$ cat config.mk
export PLATFORM = sky130hd
export DESIGN_NAME = cfpc_parser
export DESIGN_NICKNAME = d
export VERILOG_FILES = /design/src/hdl/cfpc_pkg.sv /design/src/hdl/cfpc_parser.sv
export SDC_FILE = /design/constraint.sdc
export NUM_CORES = 1
export LEC_CHECK = 0
export ABC_AREA = 1
export BUFFER_PORTS_ARGS = -buffer_cell sky130_fd_sc_hd__buf_2
export CORE_ASPECT_RATIO = 1.5
export CORE_MARGIN = 4
export CORE_UTILIZATION = 59
export DETAILED_ROUTE_END_ITERATION = 8
export GPL_TIMING_DRIVEN = 0
export PLACE_DENSITY = 0.95
export SYNTH_ARGS = -nofsm -noshare
export SYNTH_HDL_FRONTEND = slang
export SYNTH_SLANG_ARGS = --single-unit
$ cat constraint.sdc
create_clock -name clk -period 7 [get_ports clk]
set_clock_uncertainty 0.1 [all_clocks]
set_input_delay 1.05 -clock clk [delete_from_list [all_inputs] [get_ports clk]]
set_output_delay 1.05 -clock clk [all_outputs]
set_load 0.005 [all_outputs]
$ cat src/hdl/cfpc_pkg.sv
`timescale 1ns / 1ps

package cfpc_pkg;

  // Largest payload length that the checker accepts.
  localparam int unsigned MAX_PAYLOAD = 1016;
  localparam int unsigned POS_W       = $clog2(MAX_PAYLOAD + 1);

  localparam int unsigned BYTE_W   = 8;
  localparam int unsigned INDEX_W  = 10;
  localparam int unsigned LEN_W    = 16;
  localparam int unsigned STATUS_W = 3;
  localparam int unsigned CFG_IDX_W = 2;

  // Output tdata: payload_byte, payload_index, command_code, frame_length,
  // frame_status, padded with zeros to whole bytes.
  localparam int unsigned OUT_FIELDS_W = BYTE_W + INDEX_W + BYTE_W + LEN_W + STATUS_W;
  localparam int unsigned OUT_DATA_W   = ((OUT_FIELDS_W + 7) / 8) * 8;

  typedef enum logic [CFG_IDX_W-1:0] {
    REG_START_HIGH = 2'd0,
    REG_START_LOW  = 2'd1,
    REG_STOP_HIGH  = 2'd2,
    REG_STOP_LOW   = 2'd3
  } cfg_reg_t;

  typedef enum logic [STATUS_W-1:0] {
    ST_OK        = 3'd0,
    ST_BAD_START = 3'd1,
    ST_TOO_LONG  = 3'd2,
    ST_BAD_STOP  = 3'd3,
    ST_BAD_SUM   = 3'd4
  } frame_status_t;

  typedef enum logic [7:0] {
    PH_IDLE    = 8'b0000_0001,
    PH_START_L = 8'b0000_0010,
    PH_CMD     = 8'b0000_0100,
    PH_LEN     = 8'b0000_1000,
    PH_PAYLOAD = 8'b0001_0000,
    PH_CSUM    = 8'b0010_0000,
    PH_STOP_H  = 8'b0100_0000,
    PH_STOP_L  = 8'b1000_0000
  } phase_t;

  typedef enum logic {
    KIND_PAYLOAD = 1'b0,
    KIND_VERDICT = 1'b1
  } result_kind_t;

  // Marker bytes programmed through the configuration port.
  typedef struct packed {
    logic [BYTE_W-1:0] start_high;
    logic [BYTE_W-1:0] start_low;
    logic [BYTE_W-1:0] stop_high;
    logic [BYTE_W-1:0] stop_low;
  } markers_t;

  typedef struct packed {
    logic                valid;
    result_kind_t        kind;
    logic [BYTE_W-1:0]   payload_byte;
    logic [INDEX_W-1:0]  payload_index;
    logic [BYTE_W-1:0]   command_code;
    logic [LEN_W-1:0]    frame_length;
    frame_status_t       frame_status;
  } result_t;

endpackage

$ cat src/hdl/cfpc_parser.sv
`timescale 1ns / 1ps

// Frame parser: per-byte state update and the result for that byte.
module cfpc_parser (
  input  logic                        clk,
  input  logic                        rst_n,
  input  logic                        step,
  input  logic [cfpc_pkg::BYTE_W-1:0] rx_byte,
  input  logic                        first_of_packet,
  input  cfpc_pkg::markers_t          markers,
  output cfpc_pkg::result_t           result
);

  cfpc_pkg::phase_t                 phase_r, phase_nxt;
  logic                             len_sel_r, len_sel_nxt;
  logic [cfpc_pkg::POS_W-1:0]       pos_r, pos_nxt;
  logic [cfpc_pkg::LEN_W-1:0]       length_r, length_nxt;
  logic [cfpc_pkg::BYTE_W-1:0]      command_r, command_nxt;
  logic [cfpc_pkg::BYTE_W-1:0]      sum_r, sum_nxt;
  logic                             sum_ok_r, sum_ok_nxt;
  logic                             stop_h_ok_r, stop_h_ok_nxt;
  logic [cfpc_pkg::POS_W-1:0]       pos_inc;
  logic [cfpc_pkg::LEN_W-1:0]       full_length;
  cfpc_pkg::result_t                res;

  assign pos_inc     = pos_r + 1'b1;
  assign full_length = {length_r[cfpc_pkg::LEN_W-1:cfpc_pkg::BYTE_W], rx_byte};

  always_comb begin
    phase_nxt     = phase_r;
    len_sel_nxt   = len_sel_r;
    pos_nxt       = pos_r;
    length_nxt    = length_r;
    command_nxt   = command_r;
    sum_nxt       = sum_r;
    sum_ok_nxt    = sum_ok_r;
    stop_h_ok_nxt = stop_h_ok_r;

    res               = '0;
    res.kind          = cfpc_pkg::KIND_VERDICT;
    res.command_code  = command_r;
    res.frame_length  = length_r;
    res.frame_status  = cfpc_pkg::ST_OK;

    if (first_of_packet) begin
      // A new packet always restarts the frame, dropping any open one.
      len_sel_nxt   = 1'b0;
      pos_nxt       = '0;
      length_nxt    = '0;
      command_nxt   = '0;
      sum_ok_nxt    = 1'b0;
      stop_h_ok_nxt = 1'b0;
      sum_nxt       = rx_byte;
      if (rx_byte != markers.start_high) begin
        res.valid        = 1'b1;
        res.command_code = '0;
        res.frame_length = '0;
        res.frame_status = cfpc_pkg::ST_BAD_START;
        phase_nxt        = cfpc_pkg::PH_IDLE;
      end else begin
        phase_nxt = cfpc_pkg::PH_START_L;
      end
    end else begin
      case (phase_r)
        cfpc_pkg::PH_START_L: begin
          sum_nxt = sum_r + rx_byte;
          if (rx_byte != markers.start_low) begin
            res.valid        = 1'b1;
            res.command_code = '0;
            res.frame_length = '0;
            res.frame_status = cfpc_pkg::ST_BAD_START;
            phase_nxt        = cfpc_pkg::PH_IDLE;
          end else begin
            phase_nxt = cfpc_pkg::PH_CMD;
          end
        end
        cfpc_pkg::PH_CMD: begin
          sum_nxt     = sum_r + rx_byte;
          command_nxt = rx_byte;
          len_sel_nxt = 1'b0;
          phase_nxt   = cfpc_pkg::PH_LEN;
        end
        cfpc_pkg::PH_LEN: begin
          sum_nxt = sum_r + rx_byte;
          if (!len_sel_r) begin
            length_nxt  = {rx_byte, {cfpc_pkg::BYTE_W{1'b0}}};
            len_sel_nxt = 1'b1;
          end else begin
            length_nxt  = full_length;
            len_sel_nxt = 1'b0;
            pos_nxt     = '0;
            if (full_length > cfpc_pkg::LEN_W'(cfpc_pkg::MAX_PAYLOAD)) begin
              res.valid        = 1'b1;
              res.frame_length = full_length;
              res.frame_status = cfpc_pkg::ST_TOO_LONG;
              phase_nxt        = cfpc_pkg::PH_IDLE;
            end else if (full_length == '0) begin
              phase_nxt = cfpc_pkg::PH_CSUM;
            end else begin
              phase_nxt = cfpc_pkg::PH_PAYLOAD;
            end
          end
        end
        cfpc_pkg::PH_PAYLOAD: begin
          sum_nxt           = sum_r + rx_byte;
          res.valid         = 1'b1;
          res.kind          = cfpc_pkg::KIND_PAYLOAD;
          res.payload_byte  = rx_byte;
          res.payload_index = cfpc_pkg::INDEX_W'(pos_r);
          pos_nxt           = pos_inc;
          if (cfpc_pkg::LEN_W'(pos_inc) >= length_r) begin
            phase_nxt = cfpc_pkg::PH_CSUM;
          end
        end
        cfpc_pkg::PH_CSUM: begin
          sum_ok_nxt = (rx_byte == sum_r);
          phase_nxt  = cfpc_pkg::PH_STOP_H;
        end
        cfpc_pkg::PH_STOP_H: begin
          stop_h_ok_nxt = (rx_byte == markers.stop_high);
          phase_nxt     = cfpc_pkg::PH_STOP_L;
        end
        cfpc_pkg::PH_STOP_L: begin
          // A stop mismatch outranks a checksum mismatch.
          res.valid = 1'b1;
          phase_nxt = cfpc_pkg::PH_IDLE;
          if (!stop_h_ok_r || rx_byte != markers.stop_low) begin
            res.frame_status = cfpc_pkg::ST_BAD_STOP;
          end else if (!sum_ok_r) begin
            res.frame_status = cfpc_pkg::ST_BAD_SUM;
          end else begin
            res.frame_status = cfpc_pkg::ST_OK;
          end
        end
        default: begin
          phase_nxt = phase_r;
        end
      endcase
    end
  end

  always_ff @(posedge clk) begin
    if (!rst_n) begin
      phase_r     <= cfpc_pkg::PH_IDLE;
      len_sel_r   <= 1'b0;
      pos_r       <= '0;
      length_r    <= '0;
      command_r   <= '0;
      sum_r       <= '0;
      sum_ok_r    <= 1'b0;
      stop_h_ok_r <= 1'b0;
    end else if (step) begin
      phase_r     <= phase_nxt;
      len_sel_r   <= len_sel_nxt;
      pos_r       <= pos_nxt;
      length_r    <= length_nxt;
      command_r   <= command_nxt;
      sum_r       <= sum_nxt;
      sum_ok_r    <= sum_ok_nxt;
      stop_h_ok_r <= stop_h_ok_nxt;
    end
  end

  assign result = res;

endmodule

-- Word-level counts from Yosys, hierarchy flattened
Cells that the tools add are included.
- $mul: 0
- shift operators: 0
- equality and inequality tests: 15
- bitwise logic cells: 0
- mux-type cells: 43
- magnitude comparators: 2
- reduce and logical (&&, ||, !) cells: 22
- add/sub/neg operators: 2
- div/mod/pow operators: 0
- operators by type and width (cell ; count):
    27-bit two-way mux ; 3
    8-bit two-way mux ; 9
    8-bit one-hot mux with 7 select lines ; 1
    16-bit two-way mux ; 3
    19-bit two-way mux ; 2
    16-bit one-hot mux with 2 select lines ; 1
    8-bit inequality test ; 3
    11-bit two-way mux ; 2
    10-bit two-way mux ; 2
    10-bit one-hot mux with 2 select lines ; 1
    8-bit equality test ; 2
    10-bit by 16-bit >= comparator with 1-bit output ; 1
    16-bit by 10-bit greater-than comparator with 1-bit output, second input constant ; 1
    16-bit logical NOT ; 1
    2-bit AND reduction ; 6
    1-bit two-way mux ; 11
    10-bit by 1-bit adder with 10-bit output, second input constant ; 1
    2-bit nonzero test ; 5
    3-bit two-way mux ; 3
    3-bit one-hot mux with 3 select lines ; 1
    8-bit adder ; 1
    8-bit by 2-bit equality test with 1-bit output, second input constant ; 1
    8-bit by 3-bit equality test with 1-bit output, second input constant ; 1
    8-bit by 4-bit equality test with 1-bit output, second input constant ; 1
    other kinds (18) ; 21
- bits in registers: 53
- bits of input ports: 44
- bits in read-only memories: 0
- logic and storage cells: 93
- memory bits (writable): 0
- memories: 0
- latch bits: 0

-- Longest topological paths before layout
Gate-level depths: netlist (run 1).
- depth after elaboration: 6
- gate-level depth with buffers: 20
- mapped depth without buffers: 20

-- Least setup slack after synthesis (run 1)
Ideal clock, no wire load.
- kind: input port to output port
- start: input port rx_byte[5] in the netlist's numbering
- end: output port result[19] in the netlist's numbering
- arrival time: 2.156 ns
- path buffers: 2
- required time: 5.850 ns
- cell stages on the path: 9
- slack: 3.694 ns
- path through: buf_2 -> xnor2_1 -> nand2_1 -> nor2_1 -> nand2_1 -> nand3_2 -> nor2_1 -> buf_4 -> nor3_1
- RTL lines (element ; line ; source):
    start, declared ; cfpc_parser.sv:8 ; input logic [cfpc_pkg::BYTE_W-1:0] rx_byte,
    end, declared ; cfpc_parser.sv:11 ; output cfpc_pkg::result_t result

==> results of run 1 <==
[state kept, by name, indices dropped and copies added, names as in the netlist]
register / flops
phase_r: 8
command_r: 8
length_r: 16
len_sel_r: 1
pos_r: 10
sum_ok_r: 1
sum_r: 8
stop_h_ok_r: 1
[path summary, 6_finish.rpt]
kind	from	end	slack, ps	cells after the start
hold reg to reg	command_r[3]	command_r[3]	370	2
setup / recovery	rx_byte[5]	result[21]	2950	11
setup reg to reg	pos_r[0]	phase_r[1]	4080	19
hold / removal	command_r[3]	command_r[3]	370	2
[area by class of cell]
class,count,area (sq um),area share (%)
Timing Repair Buffer,89,445,9.65
Sequential cell,53,1060,23.0
Clock buffer,5,68.8,1.49
Multi-Input combinational cell,468,2480,53.8
Clock inverter,3,43.8,0.949
Inverter,80,300,6.51
Buffer,23,119,2.58
Tap cell,76,95.1,2.06
[worst max-delay path, delay by kind of cell]
kind                   cells  cell delay (ps)
buffers and inverters      4              680
XOR/XNOR                   1              160
AND/OR/NAND/NOR            6             1000
[cell usage after synthesis (all sizes together) (2+ instances only)]
| library cell | number |
|---|---|
| nand2 | 141 |
| nor2 | 89 |
| inv | 74 |
| a21oi | 61 |
| dfxtp | 53 |
| nand3 | 43 |
| o21ai | 28 |
| xnor2 | 20 |
| ha | 18 |
| buf | 15 |
| xor2 | 13 |
| nand4 | 12 |
| nor3 | 12 |
| clkbuf | 8 |
| o22ai | 8 |
| clkinv | 6 |
| or2 | 5 |
| nor4 | 3 |
| a31oi | 2 |
| o32ai | 2 |
[layout by cell type, fill, tap and decap left out, types with 12 or more instances in the layout]
| cell | n |
|---|---|
| inv_1 | 69 |
| xor2_1 | 13 |
| nand2_1 | 139 |
| o21ai_0 | 26 |
| nand3_1 | 40 |
| xnor2_1 | 20 |
| a21oi_1 | 60 |
| dfxtp_1 | 53 |
| nor2_1 | 82 |
| ha_1 | 18 |
| nand4_1 | 12 |
| nor3_1 | 12 |
| buf_2 | 97 |
[power by group through the flow]
stage	Sequential [mW]	Clock (mW)	Combinational [mW]
6_report	0.321	0.219	0.159
3_5_place_dp	0.328	0	0.155
3_3_place_gp	0.327	0	0.151
2_1_floorplan	0.326	0	0.107
5_1_grt	0.322	0.228	0.174
4_1_cts	0.321	0.217	0.156
[stage by stage]
step / setup WS, ps / area, sq um / util [%]
after floorplan: 3690 / 3960 / -
after global placement: 3080 / 4500 / 68.9
after detailed placement: 2980 / 4500 / 68.9
after CTS: 2980 / 4610 / 70.7
after global routing: 2840 / 4610 / 70.7
final: 2950 / 4610 / 70.7
[layer usage]
| metal | share of wire [%] | vias to the layer above | global-route usage (%) |
|---|---|---|---|
| met5 | 0 | - | 0 |
| met4 | 4.8 | 0 | 16.2 |
| met3 | 8.4 | 53 | 4.65 |
| met2 | 49 | 245 | 50.6 |
| met1 | 38 | 2053 | 33.8 |
| li1 | - | 2215 | - |
[kinds of logic after synthesis]
family / after synthesis / share of synthesized area (%)
flip-flops: 53 / 26.8
AND/OR/NAND/NOR: 305 / 33.7
XOR/XNOR: 33 / 7.30
AO/OA/AOI/OAI: 111 / 15.4
buffers and inverters: 103 / 10.6
adder cells (fa/ha/maj): 19 / 6.19
==> summary.txt, run 1 <==
Outcome
  • Status: finished, final reports clean

STA
  • Finish-stage setup viols: 0
  • Period utilisation layout: 57.8%
  • Slew @ Worst Pin: 585 ps
  • Slew margin rel.: roughly three fifths
  • Worst Hold Slack: 372 ps
  • RSZ-0062 raised after global routing: no
  • FMAX: 247 MHz
  • Final Hold Viols: 0
  • Slew Limit Fails: 0
  • Min Tclk post-route: a little over 4000 ps
  • Setup TNS: 0 ps

Clock network
  • CTS tree: yes
  • Worst skew pair latency: 310 ps
  • Post-CTS Setup Bufs: 0
  • Hold buffer count at CTS: 0
  • Post-cts gate resize count: 0
  • Clock root buffer: clkbuf_8
  • CTS sink cnt: 53
  • Reg clk slew, reported paths: roughly 110 ps
  • CTS H-tree lvls: 2
  • CTS Buffer Depth: 2
  • CTS buffer count: 5

Synth
  • Net Count, Synth: 687
  • Gate Count Post-Synth: 624
  • Most area-consuming cells after synthesis: dfxtp_1 27%, nand2_1 13%, nor2_1 7.8%
  • Ys flop type: dfxtp_1
  • Post-synth ARST share: 0%
  • Area leader, netlist: dfxtp_1
  • Netlist cell types: 42
  • Synth Area per Inst: between 6 and 7 sq um
  • Synth Warn #: 0
  • Seq/Total Area, Yosys: 26.8%
  • Top-area cell type share of the netlist area: 26.8%
  • Seq cells post-synth: 53
  • Post-synthesis cell area: a little under 0.004 sq mm
  • Number of synthesized flops with an enable pin: 0

Pwr
  • NetSw: 0.220 mW
  • Pleak: 2.16 nW
  • Int Power: roughly 0.48 mW
  • PD cells: 151 mW/mm^2
  • Sw Share: 31.5%
  • IR drop worst, VDD: around 0.11 mV
  • Total Power: about 0.70 mW
  • Comb pwr share: a little under a quarter
  • Sequential share of power: 46.0%
  • Clk pwr share: 31.3%

Cells and area
  • Final #Nets: 783
  • # fillers: around 570
  • N_diodes: 0
  • Layout cells sized above 1: 18.3%
  • Layout area overhead: 16.5%
  • Final non-filler cell total: 797

GRT
  • Vias in the first global route: 4258
  • First-pass GRT wire length: 18.8 mm
  • Largest net degree at the start of global routing: 18
  • Gr ovfl total: 0
  • Initial antenna violation count: 0
  • Gr usage total: a little under 30%

Worst setup path
  • Critical Path Start Type: input port
  • Data arrival, critical path: 2900 ps
  • Critical path's largest stage delay: about 480 ps
  • Crit. End Element: output port
  • Slowest CP cell: nor2_1
  • WP data required: 5850 ps
  • Cell Chain, Critical Path: buf_2, buf_2, xnor2_1, nand2_1, nor2_1, nand2_1, nand3_2, nor2_1, buf_4, nor2_1, buf_2
  • Worst Path Class, Setup: in -> out
  • CP Max Fanout: 10

Routing
  • DRC errors left: 0
  • Post-Route WL: 12.1 mm
  • Avg Vias per Cell: ~5.7
  • Vias: 4566
  • Mean routed wirelength per cell: 15.2 um
  • Post-route ant nets: 0
  • DRT iter0 DRCs: 360
  • Drt pass-1 iters: 5

Place
  • Cells after DPL: 789
  • RePlAce Congestion: 0.959
  • # port buffers: between 80 and 90
  • Placed wire-length estimate: 9.50 mm

Die
  • Initial core utilization: 60.7%
  • Io pins: 91
  • Die Wd: 74.9 um
  • Die H: 108 um
  • Row count: 36
  • Core Footprint: roughly 0.0065 sq mm
  • Die area: 0.00812 sq mm

Run
  • Max-cap violations: 0

Hold path
  • Worst hold-check path type: reg -> reg
Power figures use the tool's default switching activity.
==> run 2, diff against run 1 <==
- CORE_UTILIZATION: 59 -> 55
- PLACE_DENSITY: 0.95 -> 0.92
- clock period: 7 -> 4.2 ns (I/O delays scaled with it)
==> run 2 against run 1 <==
Die area is 6.6% higher. Largest cell class unchanged. Combinational power grew 67%. Hold slack lost 2.6 ps. Non-clock buffer count unchanged. Via count grew 1.5%. Power up 65%.
==> summary.txt, run 2 (synthesized netlist as in run 1, its figures left out) <==
Worst setup path
  • Cell class contributing the biggest share of worst-path delay: simple AND/OR/NAND/NOR gates
  • Crit. End Element: output port
  • Most frequent CP cell: nand2_1
  • CP Max Fanout: 10
  • WP buf/inv: 4
  • Critical path's largest stage delay: 360 ps
  • Cell Chain, Critical Path: buf_2, clkinv_1, nand2_1, nand3_1, nor2_1, nand2_1, nand2_1, clkinv_1, nor3_1, buf_2
  • Critical Path Start Type: input port
  • Slowest CP cell: clkinv_1
  • Worst r2r src: pos_r[0]
  • WP data required: roughly 3500 ps
  • Data arrival, critical path: 2530 ps
  • R2R depth: 16
  • R2R setup slack: 1210 ps
  • Crit. Startpoint: rx_byte[0]
  • Worst Path Class, Setup: in -> out
  • Worst r2r dst: phase_r[4]

STA
  • Min Tclk post-route: approximately 3300 ps
  • Finish-stage setup viols: 0
  • Slew @ Worst Pin: about 660 ps
  • Final Hold Viols: 0
  • Slew Limit Fails: 0
  • Slew margin rel.: 56.2%
  • Period utilisation layout: 77.7%
  • RSZ-0062 raised after global routing: no
  • Final WS setup: 936 ps
  • FMAX: 306 MHz
  • Setup TNS: 0 ps

Die
  • Core Footprint: 0.00694 sq mm
  • Die area: 0.00865 sq mm
  • Row count: 37
  • Die Wd: 77.3 um
  • Die H: 112 um
  • Initial core utilization: 57.0%
  • Io pins: 91

GRT
  • Vias in the first global route: 4518
  • Gr ovfl total: 0
  • First-pass GRT wire length: just over 20 mm
  • Initial antenna violation count: 0
  • Gr usage total: 29.5%
  • Largest net degree at the start of global routing: 16

Hold path
  • Hold EP: command_r[3]
  • Worst hold-check path type: reg -> reg
  • Worst Hold Path Cells: 2
  • HP Start: command_r[3]

Cells and area
  • Reg with most FFs: length_r
  • Registers with the most flip-flops: length_r: 16 flops, pos_r: 10 flops
  • Layout cells sized above 1: 18.2%
  • # fillers: roughly 640
  • Most common cell after layout, fill and taps aside: nand2_1
  • Layout area overhead: 16.3%
  • Largest register FFs: 16
  • Most frequent cells in the layout: 139 x nand2_1, 97 x buf_2, 82 x nor2_1
  • N_diodes: 0
  • Final #Nets: between 700 and 800

Place
  • Placement Setup Slack: 1050 ps
  • # port buffers: between 80 and 90
  • Placed wire-length estimate: between 9 and 10 mm
  • RePlAce Congestion: 0.985

Pwr
  • Pleak: 2.15 nW
  • PD cells: about 250 mW/mm^2
  • IR drop worst, VDD: 0.291 mV

Outcome
  • Status: finished, final reports clean

Clock network
  • Post-CTS Setup Bufs: 0
  • Worst skew pair latency: 320 ps
  • Post-cts gate resize count: 0
  • Hold buffer count at CTS: 0
  • CTS buffer count: 5
  • CTS Buffer Depth: 2
  • CTS tree: yes
  • CTS H-tree lvls: 2
  • Reg clk slew, reported paths: 100 ps
  • Clock root buffer: clkbuf_8
  • CTS sink cnt: 53

Routing
  • Post-route ant nets: 0
  • DRC errors left: 0
  • DRT iter0 DRCs: 493
  • Avg Vias per Cell: 5.81
  • Mean routed wirelength per cell: 15.8 um
  • Post-Route WL: 12.6 mm
  • Drt pass-1 iters: 5
  • Vias: between 4000 and 5000

Run
  • Max-cap violations: 0
## run 2: worst max-delay path by stage
stage,endpoint,slack [ps],cells past startpoint
floorplan,phase_r[1],1660,16
global placement,result[3],1140,11
detailed placement,result[12],1050,10
CTS,result[12],1040,10
global route,result[11],770,10
finish,result[12],940,10
## run 2: through the flow
stage          hold WS [ps]  instance area (sq um)  cells  utilization (%)  power, mW
2_1_floorplan           331                   3960    624                -      0.721
3_3_place_gp            348                   4500    791             64.9      0.794
3_5_place_dp            360                   4500    791             64.9      0.804
4_1_cts                 374                   4610    798             66.4       1.15
5_1_grt                 393                   4610    798             66.4       1.21
6_report                369                   4610    798             66.4       1.15
## run 2: where the power goes
group | internal (mW) | switching, mW | total [mW]
sequential | 0.522 | 0.0130 | 0.535
combinational | 0.0966 | 0.168 | 0.265
clock | 0.174 | 0.179 | 0.353
## run 2: area by class of cell
cell class,instances,area [sq um],area share [%]
Sequential cell,53,1060,23.0
Clock inverter,2,35.0,0.760
Clock buffer,5,68.8,1.49
Tap cell,78,97.6,2.12
Multi-Input combinational cell,468,2480,53.8
Timing Repair Buffer,89,445,9.67
Inverter,80,300,6.52
Buffer,23,119,2.58
## run 2: worst min-delay path: stages (launching register included)
cell and delay, ps:
dfxtp_1 320, inv_1 60, a21oi_1 60
## run 2: routing by layer
layer / routed length (um) / share of wire [%] / vias to the layer above / GRT usage [%]
met2: 6170 / 49 / 271 / 51.0
met3: 1060 / 8.4 / 63 / 4.94
met5: 0 / 0 / - / 0
met4: 896 / 7.1 / 0 / 22.0
met1: 4500 / 36 / 2079 / 31.8
li1: - / - / 2220 / -
